`src/rtl/core/dfs_topo_ram.sv`:
```
// generic single-write single-read ram with registered read data
module dfs_topo_ram #(
   parameter int WIDTH = 8,
   parameter int DEPTH = 64
) (
   input  logic                     clock,
   input  logic                     wr_en,
   input  logic [$clog2(DEPTH)-1:0] wr_addr,
   input  logic [WIDTH-1:0]         wr_data,
   input  logic                     rd_en,
   input  logic [$clog2(DEPTH)-1:0] rd_addr,
   output logic [WIDTH-1:0]         rd_data
);

   logic [WIDTH-1:0] mem_ff [DEPTH];
   logic [WIDTH-1:0] rd_data_ff;

   always_ff @(posedge clock) begin
      if (wr_en) begin
         mem_ff[wr_addr] <= wr_data;
      end
      if (rd_en) begin
         rd_data_ff <= mem_ff[rd_addr];
      end
   end

   assign rd_data = rd_data_ff;

endmodule

```
`config.mk`:
```
export PLATFORM = sky130hd
export DESIGN_NAME = dfs_topo_ram
export DESIGN_NICKNAME = d
export VERILOG_FILES = /design/src/rtl/core/dfs_topo_ram.sv
export SDC_FILE = /design/constraint.sdc
export NUM_CORES = 1
export LEC_CHECK = 0
export BUFFER_PORTS_ARGS = -buffer_cell sky130_fd_sc_hd__buf_2
export CAP_MARGIN = 20
export CORE_MARGIN = 10
export CORE_UTILIZATION = 30
export CTS_CLUSTER_DIAMETER = 200
export DETAILED_ROUTE_END_ITERATION = 8
export GPL_ROUTABILITY_DRIVEN = 0
export HOLD_SLACK_MARGIN = 0.02
export PLACE_DENSITY = 0.47
export SLEW_MARGIN = 15
export SYNTH_ARGS = -nofsm -noshare
export SYNTH_HDL_FRONTEND = slang
export SYNTH_SLANG_ARGS = --single-unit
```
`constraint.sdc`:
```
create_clock -name clock -period 3.07 [get_ports clock]
set_input_delay 0.307 -clock clock [delete_from_list [all_inputs] [get_ports clock]]
set_output_delay 0.307 -clock clock [all_outputs]
set_load 0.005 [all_outputs]
```
**After elaboration in Yosys (flattened, before gate mapping)**

Memory sizes are Yosys's and may differ from the RTL's. A register that Yosys moved wholly into a read port is not among the register bits.
Index checks and enable logic that the tools add are counted.

- Memories: 1
- Bits of input ports: 23
- Memory bits (writable): 512
- Bits in registers: 0

- Mux-type cells: 2

Memory list:

| memory | depth | bits a word | read ports | clocked after memory_dff | write ports | RTL line | source |
|---|---|---|---|---|---|---|---|
| mem_ff | 64 | 8 | 1 | 1 | 1 | 15 | `logic [WIDTH-1:0] mem_ff [DEPTH];` |

Operators by type and width:

| cell | number |
|---|---|
| 2-to-1 mux 1 bit | 2 |

**Logic depth before layout (Yosys ltp)**

Gate-level depths: netlist of the first run.

- Word-level depth: 2
- Mapped depth: 9
- Gate-level depth less buffers: 5

**Worst setup path before layout of the first run**

Ideal clock, no wire load.

- Path kind: input to register
- Start: input rd_addr[1]
- End: register rd_data_ff[3], in the netlist rd_data[3] (read register of mem_ff) (data pin)
- Setup slack: 0.957 ns
- Buffers on the path: 3
- Arrival time: 1.847 ns
- Library setup time: 0.266 ns
- Stages: 7
- Path through: buf_4 > buf_2 > buf_2 > mux4_2 > mux4_2 > o21ai_1 > o41ai_1

RTL lines:

| what | RTL line | source |
|---|---|---|
| start, declared | 11 | `input logic [$clog2(DEPTH)-1:0] rd_addr,` |
| end, declared | 16 | `logic [WIDTH-1:0] rd_data_ff;` |

==> results by group, run 1 <==
Yosys
  – Main synth FF type: edfxtp_1
  – Number of flops mapped to enable cells by yosys: 520
  – Yosys top cell area share: roughly 77%
  – Mean post-synth cell area: 21.54 sq um
  – Post-Syn Instances: 940
  – Yosys warns: 0
  – Top post-synthesis cells by area: edfxtp_1 77%, mux4_2 14%, nor2_1 1.5%
  – Syn_nets: 963
  – Synthesized flop and latch total: 520
  – Yosys top cell by area: edfxtp_1
  – Netlist cell types: 39
  – Netlist Area Pre-Place: around 20000 sq um
  – Async set-reset flop share out of synthesis: 0%
  – Register area share after synthesis: 77.12%

Detailed routing
  – DRT antenna net count: 0
  – Routed wire length: 49780 microns
  – DRC viols: 0
  – Initial drt markers: 732
  – DR WL/cell: 24.84 microns
  – DR pass1 iterations: 4
  – Via count: slightly below 10000
  – Vias/cell: around 4.9

Worst setup path
  – CP most frequent cell: buf_4
  – Delay of the slowest critical-path stage: 0.48 ns
  – Worst endpoint required time: 3.42 ns
  – CP cell instances: mux4_2 > mux2_2 > o221a_2 > nor3_1 > buf_4 > o32ai_1 > buf_4
  – Crit path kind: reg -> reg
  – Crit end category: register
  – Crit path DAT: ~2.8 ns
  – Max FO, Critical Path: 1
  – Worst-path cell with the longest stage delay: mux4_2
  – CP Launch Type: register

Final layout
  – Area of the multi-input gates: approximately 4300 sq um
  – Sequential cell area: 15620 sq um
  – Fillers: 6222
  – Nets: 1115
  – Area grow syn2layout: 18.49%
  – Most frequent cells in the layout: 520 x edfxtp_1, 126 x mux4_2, 111 x buf_4
  – Commonest non-fill, non-tap cell in the layout: edfxtp_1
  – Share of layout cells above drive strength 1: 32.36%
  – N_diodes: 0

Global routing
  – Vias in the first global route: approximately 10000
  – Largest net degree at the start of global routing: 65
  – Number of antenna violations at the first check in global routing: 3
  – First-pass GRT wire length: around 73000 microns
  – Global route total overflow: 0
  – All-Layer GR Usage: 12.77%

Clocking
  – CTS tree: yes
  – Worst-path clk slew: 0.06 ns
  – Root buffer selected by CTS: clkbuf_16
  – Clock sink total: 520
  – H-tree depth: 2
  – Bufs on Longest Clock Path: 3
  – Post-cts resize count: 0
  – Clk_lat worst skew: 0.60 ns
  – Post-CTS Hold Buffers: 0
  – CTS Buf Count: 54
  – Number of setup buffers added after CTS: 0

Timing
  – Max transition margin: 38.97%
  – Part of the cycle the worst path needs: 80.15%
  – Slew Limit Fails: 0
  – Hold Violations, Final: 0
  – Unrepaired setup endpoints after global routing: false
  – Final clock skew: 0.02295 ns
  – Setup TNS Final: 0 ns
  – Fin crit period: 2.461 ns
  – Worst Tran Pin Value: 0.9155 ns
  – Max Clock Freq: 406.4 MHz
  – Setup-failing EPs final: 0

Pwr
  – LEAKAGE: approximately 7.6 nW
  – Maximum VDD drop: 0.3576 mV
  – Pwr Total: 0.01542 W
  – P per Cell Area: 642.6 nW/um^2

Job
  – Max Cap Viol: 0

Worst hold path
  – Hold WC Path Type: in -> reg

Floorplan
  – I/O pin cnt: 31
  – Std cell rows: 95
  – DIE AREA: just under 80000 sq um
  – Die H: roughly 280 microns
  – Starting Density: 30.20%
  – Die Wd: about 280 microns
  – CORE AREA: 67040 sq um

Status
  – Status: complete, no violations

Place
  – HPWL Detailed: 32040 microns
  – Port Buffer Count: 30
## power breakdown
group          leakage [nW]  internal [W]  switching, W
Sequential             4.69       0.00787     0.0000200
Clock                 0.879       0.00405       0.00268
Combinational          2.05      0.000314      0.000474
## critical path: cells and delay by family (launching register included)
| kind | cells | cell delay [ns] |
|---|---|---|
| muxes | 2 | 0.77 |
| DFF | 1 | 0.36 |
| and+or+nand+nor | 1 | 0.36 |
| buffers and inverters | 2 | 0.35 |
| AOI/OAI and AO/OA | 2 | 0.37 |
## metal layers
layer  share of wire, %  up-vias  wire length [microns]  track usage (%)
met5              0.082        -                     41                0
met4                1.8        6                    880            3.091
met3                4.8       71                   2367            2.737
met2                 48      199                  23930            20.59
met1                 45     5227                  22560            17.38
li1                   -     4242                      -                -
## logic make-up after synthesis
kind of cell           count (synthesis)  share of synthesized area, %
multiplexers                         162                         15.88
flip-flops                           520                         77.12
buffers and inverters                 51                         1.563
AND/OR/NAND/NOR                      153                         3.374
AO/OA/AOI/OAI                         54                         2.064
## final cells by class
type | count | share of cell area [%]
Sequential cell | 520 | 65.09
Multi-Input combinational cell | 369 | 17.99
Clock buffer | 63 | 5.773
Timing Repair Buffer | 147 | 4.824
Tap cell | 873 | 4.553
Clock inverter | 32 | 1.773
## per-stage QoR
stage / worst slack, ns / utilization, % / instance area (sq um) / hold WS [ns] / cells
floorplan: 0.9567 / - / 20250 / 0.4059 / 940
global placement: 0.1611 / 33.08 / 22180 / 0.7001 / 1909
detailed placement: 0.1072 / 33.08 / 22180 / 0.7013 / 1909
CTS: 0.5956 / 35.78 / 23990 / 0.06019 / 2004
global route: 0.5814 / 35.79 / 23990 / 0.07528 / 2004
finish: 0.6093 / 35.79 / 23990 / 0.1136 / 2004
## sequential cells by signal, indices dropped and copies added, names as in the netlist
register,count
mem_ff,512
rd_data,8
## path summary, 6_finish.rpt
kind,from,slack (ns),to,depth (start not counted)
min,rd_en,0.11,rd_data[3]$_DFFE_PP_,1
max,mem_ff[29][4]$_DFFE_PP_,0.61,rd_data[4]$_DFFE_PP_,7
max reg2reg,mem_ff[29][4]$_DFFE_PP_,0.61,rd_data[4]$_DFFE_PP_,7
min reg2reg,mem_ff[30][6]$_DFFE_PP_,0.93,rd_data[6]$_DFFE_PP_,3
## cell usage after synthesis, types with 3 or more instances
| cell | n |
|---|---|
| nand3_1 | 13 |
| nand2b_1 | 7 |
| o22ai_1 | 8 |
| nor2_1 | 83 |
| buf_2 | 11 |
| mux4_2 | 126 |
| buf_4 | 13 |
| nor3_1 | 7 |
| clkbuf_1 | 17 |
| buf_1 | 4 |
| a221oi_1 | 6 |
| mux2_2 | 13 |
| mux2i_1 | 23 |
| a22oi_1 | 3 |
| nand3b_1 | 3 |
| edfxtp_1 | 520 |
| o2bb2ai_1 | 3 |
| nor2b_1 | 14 |
| a211oi_1 | 4 |
| o2111ai_1 | 3 |
| a21oi_1 | 3 |
| buf_6 | 4 |
| o221ai_1 | 8 |
| nand2_1 | 19 |
No activity file was read; power rests on OpenSTA's default activity.
==> inputs of run 2 (changes only) <==
==> constraint.sdc (replaced) <==
create_clock -name clock -period 2.32 [get_ports clock]
set_input_delay 0.232 -clock clock [delete_from_list [all_inputs] [get_ports clock]]
set_output_delay 0.232 -clock clock [all_outputs]
set_load 0.005 [all_outputs]
==> run 2 against run 1 <==
Global-route usage grew 0.16 points. Sequential power up 33%. Core utilization rose by 0.40 points. Clock skew fell by 0.0020 ns. Hold slack better by 0.029 ns. Sequential share of layout area is 0.72 points lower. Via count rose by 2.0%. Non-clock buffer count increased by 43. Wire length increased by 0.89%. Count of clock-buffer cells in the layout rose by 1. Fmax rose by 11%. Flip-flop and latch count stayed put. Critical path type unchanged. Critical endpoint unchanged. Highest routed layer unchanged.
==> results by group, run 2 (same netlist as run 1, synthesis figures left out) <==
Status
  – Status: complete, no violations

Floorplan
  – Std cell rows: 95 (unchanged)
  – DIE AREA: 78280 sq um (unchanged)
  – I/O pin cnt: 31 (unchanged)
  – Die Wd: 279.8 microns (unchanged)
  – CORE AREA: 67040 sq um (unchanged)
  – Starting Density: 30.20% (unchanged)
  – Die H: 279.8 microns (unchanged)

Worst setup path
  – Delay of the slowest critical-path stage: 0.47 ns (about the same)
  – Crit path from: mem_ff[21][4]$_DFFE_PP_
  – Worst-path cell with the longest stage delay: mux4_2
  – R2R setup slack: 0.11 ns (-0.50 ns)
  – Cell count along the critical path: 5 (-2)
  – R2r endpoint: rd_data[4]$_DFFE_PP_
  – CP Launch Type: register
  – Worst endpoint required time: 2.67 ns (-0.75 ns)
  – Crit end category: register
  – Crit path DAT: 2.56 ns (-0.25 ns)
  – CP cell instances: mux4_2 > mux2_2 > o221a_2 > nor3_1 > o32ai_1
  – Worst path top cell family by delay: multiplexers
  – R2R cell count: 5 (-2)
  – Worst Path Buf+Inv: 0 (-2)
  – Max FO, Critical Path: 1 (unchanged)
  – RR Startpoint: mem_ff[21][4]$_DFFE_PP_
  – Crit path kind: reg -> reg
  – Critical path destination: rd_data[4]$_DFFE_PP_

Timing
  – Hold Violations, Final: 0 (unchanged)
  – Unrepaired setup endpoints after global routing: false
  – Slew Limit Fails: 0 (unchanged)
  – Worst Tran Pin Value: 0.7451 ns (-0.1704 ns)
  – Fin crit period: 2.213 ns (-0.2478 ns)
  – Setup-failing EPs final: 0 (unchanged)
  – Final WS setup: 0.1071 ns (-0.5022 ns)
  – Max transition margin: 50.33% (+11 points)
  – Hold_ws: 0.1425 ns (+0.02888 ns)
  – Final clock skew: 0.02094 ns (-0.002010 ns)
  – Part of the cycle the worst path needs: 95.38% (+15 points)
  – Max Clock Freq: 451.9 MHz (+11%)

Detailed routing
  – Vias/cell: 4.853 (-0.20%)
  – Via count: 9944 (+2.0%)
  – DRT antenna net count: 0 (unchanged)
  – Initial drt markers: 805 (+10%)
  – Routed wire length: 50230 microns (+0.89%)
  – DR WL/cell: 24.51 microns (-1.3%)
  – DRC viols: 0 (unchanged)
  – DR pass1 iterations: 5 (+1)

Pwr
  – LEAKAGE: 7.794 nW (+2.4%)
  – Maximum VDD drop: 0.5290 mV (+48%)
  – Sw frac: 21.31% (+0.72 points)
  – Reg power frac: 52.2% (+1.0 points)
  – Psw: 0.004268 W (+34%)
  – Pint: 0.01576 W (+29%)
  – Clock power share: 42.4% (-1.3 points)
  – Logic pwr share: 5.4% (+0.3 points)
  – P per Cell Area: 825.7 nW/um^2 (+28%)

Final layout
  – Max FFs per register: 512 (unchanged)
  – Largest Register: mem_ff
  – N_diodes: 0 (unchanged)
  – Share of layout cells above drive strength 1: 34.52% (+2.2 points)
  – Nets: 1158 (+3.9%)
  – Commonest non-fill, non-tap cell in the layout: edfxtp_1
  – Most frequent cells in the layout: 520 x edfxtp_1, 148 x buf_4, 126 x mux4_2
  – Area grow syn2layout: 19.82%

Clocking
  – Bufs on Longest Clock Path: 3 (unchanged)
  – CTS tree: yes
  – Post-cts resize count: 0 (unchanged)
  – H-tree depth: 2 (unchanged)
  – Clock sink total: 520 (unchanged)
  – Worst-path clk slew: 0.06 ns (about the same)
  – CTS Buf Count: 54 (unchanged)
  – Number of setup buffers added after CTS: 0 (unchanged)
  – Root buffer selected by CTS: clkbuf_16
  – Clk_lat worst skew: 0.62 ns (+0.02 ns)

Global routing
  – Vias in the first global route: 10520 (+2.3%)
  – First-pass GRT wire length: 74140 microns (+1.3%)
  – All-Layer GR Usage: 12.94% (+0.16 points)
  – Number of antenna violations at the first check in global routing: 2 (-1)
  – Largest net degree at the start of global routing: 65 (unchanged)
  – Global route total overflow: 0 (unchanged)

Worst hold path
  – Hold WC Path Type: in -> reg

Job
  – Max Cap Viol: 0 (unchanged)

Place
  – HPWL Detailed: 32960 microns (+2.9%)
  – Port Buffer Count: 30 (unchanged)
  – Pre-CTS setup slack: -0.2600 ns (-0.3672 ns)
[run 2: cell types whose count changed in the layout (fill, tap and decap cells not counted), sizes merged]
cell / delta
inv: +1
clkinv: +5
dlygate4sd3: +2
bufinv: -5
clkbuf: +1
buf: +41
[run 2: cell type report]
cell class              count  area [sq um]
flip-flops and latches    520         15620
clock buffers              64          1410
clock inverters            33         306.5
well taps                 873          1092
repair buffers            190          1520
multi-input cells         369          4315
fillers                  6222         42780
[run 2: per-stage QoR]
| step | total power (W) | instance area, sq um | std cells | setup TNS [ns] | util [%] |
|---|---|---|---|---|---|
| finish | 0.02003 | 24260 | 2049 | 0 | 36.19 |
| global route | 0.02071 | 24260 | 2049 | 0 | 36.19 |
| CTS | 0.02029 | 24260 | 2049 | 0 | 36.19 |
| detailed placement | 0.01177 | 22520 | 1950 | -1.227 | 33.60 |
| global placement | 0.01176 | 22520 | 1950 | -1.248 | 33.60 |
| floorplan | 0.01119 | 20250 | 940 | 0 | - |
[run 2: metal layers]
layer	global-route usage, %	routed length (microns)	vias up
met5	0	13	-
met4	3.534	1056	2
met3	2.579	2647	64
met2	20.83	23940	259
met1	17.60	22570	5290
li1	-	-	4329
[run 2: what timing repair did]
item | CTS | global route
hold buffers | 2 | 0
hold endpoints to repair | 9 | 0
endpoints found under the setup margin | 0 | 0
[run 2: worst min-delay path by stage]
stage / from / end / cells past startpoint
2_1_floorplan: wr_data[0] / mem_ff[0][0]$_DFFE_PP_ / 0
4_1_cts: wr_addr[2] / mem_ff[53][2]$_DFFE_PP_ / 3
3_3_place_gp: wr_data[7] / mem_ff[54][7]$_DFFE_PP_ / 1
5_1_grt: wr_data[0] / mem_ff[17][0]$_DFFE_PP_ / 2
3_5_place_dp: wr_data[7] / mem_ff[54][7]$_DFFE_PP_ / 1
6_report: wr_data[0] / mem_ff[16][0]$_DFFE_PP_ / 2
[run 2: power by group through the flow]
stage / sequential (W) / combinational [W] / clock (W)
2_1_floorplan: 0.0106 / 0.000554 / 0
3_3_place_gp: 0.0106 / 0.00111 / 0
3_5_place_dp: 0.0107 / 0.00112 / 0
4_1_cts: 0.0105 / 0.00112 / 0.00871
5_1_grt: 0.0105 / 0.00118 / 0.00908
6_report: 0.0105 / 0.00109 / 0.00849
==> inputs of run 3 (changes only) <==
--- a/config.mk
+++ b/config.mk
@@ -14,6 +14,8 @@
 export GPL_ROUTABILITY_DRIVEN = 0
 export HOLD_SLACK_MARGIN = 0.02
 export PLACE_DENSITY = 0.47
+export SETUP_SLACK_MARGIN = 0.3
+export SKIP_CTS_REPAIR_TIMING = 1
 export SLEW_MARGIN = 15
 export SYNTH_ARGS = -nofsm -noshare
 export SYNTH_HDL_FRONTEND = slang
==> run 3 against run 2 <==
Non-clock buffer count down 10. Wire length down 0.22%. Highest routed layer unchanged. Hold slack worse by 0.044 ns. Largest cell class unchanged. Fmax up 7.7%. Largest power group unchanged. Flip-flop and latch count unchanged. Via count down 0.34%. Combinational power up 4%.
==> results by group, run 3 (same netlist as run 1, synthesis figures left out) <==
Job
  – Max Cap Viol: 0 (unchanged)

Pwr
  – Maximum VDD drop: 0.6082 mV (+15%)
  – LEAKAGE: 7.817 nW (+0.30%)
  – Pwr Total: 0.01999 W (-0.20%)
  – P per Cell Area: 820.6 nW/um^2 (-0.61%)

Timing
  – Setup-failing EPs final: 0 (unchanged)
  – Fin crit period: 2.054 ns (-0.1590 ns)
  – Worst Tran Pin Value: 0.7481 ns (+0.002999 ns)
  – Setup TNS Final: 0 ns (unchanged)
  – Max transition margin: 50.13% (-0.20 points)
  – Hold Violations, Final: 0 (unchanged)
  – Max Clock Freq: 486.9 MHz (+7.7%)
  – Part of the cycle the worst path needs: 88.53% (-6.9 points)
  – Unrepaired setup endpoints after global routing: true
  – Hold_ws: 0.09843 ns (-0.04406 ns)
  – Final clock skew: 0.03255 ns (+0.01161 ns)
  – Slew Limit Fails: 0 (unchanged)
  – Final WS setup: 0.2662 ns (+0.1590 ns)

Clocking
  – Bufs on Longest Clock Path: 3 (unchanged)
  – Root buffer selected by CTS: clkbuf_16
  – CTS Buf Count: 54 (unchanged)
  – H-tree depth: 2 (unchanged)
  – Clock sink total: 520 (unchanged)
  – CTS tree: yes
  – Worst-path clk slew: 0.06 ns (about the same)
  – Clk_lat worst skew: 0.61 ns (about the same)

Final layout
  – Nets: 1148 (-0.86%)
  – Layout Cells excl Fill: 2040 (-0.44%)
  – Commonest non-fill, non-tap cell in the layout: edfxtp_1
  – Max FFs per register: 512 (unchanged)
  – Largest Register: mem_ff
  – N_diodes: 0 (unchanged)
  – Share of layout cells above drive strength 1: 34.96% (+0.44 points)
  – Most frequent cells in the layout: 520 x edfxtp_1, 131 x buf_4, 126 x mux4_2
  – Area grow syn2layout: 20.31%

Floorplan
  – I/O pin cnt: 31 (unchanged)
  – Die Wd: 279.8 microns (unchanged)
  – Std cell rows: 95 (unchanged)
  – DIE AREA: 78280 sq um (unchanged)
  – CORE AREA: 67040 sq um (unchanged)
  – Starting Density: 30.20% (unchanged)
  – Die H: 279.8 microns (unchanged)

Worst setup path
  – CP Launch Type: register
  – Worst-path cell with the longest stage delay: mux4_2
  – Worst endpoint required time: 2.68 ns (about the same)
  – CP most frequent cell: mux4_2
  – Crit path DAT: 2.41 ns (-0.15 ns)
  – Max FO, Critical Path: 1 (unchanged)
  – CP cell instances: mux4_2 > mux4_2 > nor2_2 > nor3_1 > o2bb2ai_1
  – Crit end category: register
  – Delay of the slowest critical-path stage: 0.53 ns (+0.06 ns)
  – Crit path kind: reg -> reg

Global routing
  – All-Layer GR Usage: 12.87% (-0.064 points)
  – Vias in the first global route: 10380 (-1.3%)
  – Global route total overflow: 0 (unchanged)
  – Largest net degree at the start of global routing: 65 (unchanged)
  – First-pass GRT wire length: 73770 microns (-0.50%)
  – Number of antenna violations at the first check in global routing: 3 (+1)

Detailed routing
  – Routed wire length: 50120 microns (-0.22%)
  – Via count: 9910 (-0.34%)
  – DR pass1 iterations: 4 (-1)
  – DRC viols: 0 (unchanged)
  – DR WL/cell: 24.57 microns (+0.22%)
  – Initial drt markers: 749 (-7.0%)
  – Vias/cell: 4.858 (about the same)
  – DRT antenna net count: 0 (unchanged)

Place
  – Pre-CTS setup slack: -0.3208 ns (-0.06082 ns)
  – Port Buffer Count: 30 (unchanged)
  – Dpl cells: 1940 (-0.51%)
  – HPWL Detailed: 32490 microns (-1.4%)

Worst hold path
  – Hold WC Path Type: in -> reg

Status
  – Status: complete, no violations
-- run 3: cell count changes in the layout (fill, tap and decap cells not counted), sizes merged --
cell	previous run	this run
clkinvlp	3	0
clkbuf	65	62
inv	2	0
buf	187	177
clkinv	23	32
-- run 3: cell type report --
cell class / count / area, sq um
Clock inverter: 37 / 320.3
Sequential cell: 520 / 15620
Fill cell: 6240 / 42680
Timing Repair Buffer: 180 / 1533
Tap cell: 873 / 1092
Multi-Input combinational cell: 369 / 4399
Clock buffer: 61 / 1399
-- run 3: worst max-delay path, delay by kind of cell (launching register included) --
family / cells / cell delay, ns
compound gates: 1 / 0.14
flops: 1 / 0.36
mux: 2 / 1.02
simple gates: 2 / 0.29
-- run 3: where the power goes --
| part | internal [W] | switching, W | total (W) |
|---|---|---|---|
| logic | 0.000473 | 0.000652 | 0.00113 |
| clock network | 0.00487 | 0.00355 | 0.00842 |
| registers | 0.0104 | 0.0000249 | 0.0104 |
-- run 3: per-stage QoR --
step                      instance area (sq um)  util [%]
after floorplan                           20250         -
after global placement                    22540     33.62
after detailed placement                  22540     33.62
after CTS                                 24250     36.18
after global routing                      24360     36.33
final                                     24360     36.33
-- run 3: per-layer routing --
layer	part of all wire [%]	track usage, %	wire [microns]
met1	44	17.24	22250
met2	48	20.89	24160
met3	5.4	2.987	2719
met4	1.9	3.146	953
met5	0.074	0	37
-- run 3: final timing paths --
kind,start,endpoint,slack [ns],depth (start not counted)
worst max-delay path,mem_ff[11][0]$_DFFE_PP_,rd_data[0]$_DFFE_PP_,0.27,5
worst min-delay path,wr_data[0],mem_ff[23][0]$_DFFE_PP_,0.1,1
worst max register to register,mem_ff[11][0]$_DFFE_PP_,rd_data[0]$_DFFE_PP_,0.27,5
worst min register to register,mem_ff[31][4]$_DFFE_PP_,rd_data[4]$_DFFE_PP_,0.92,3
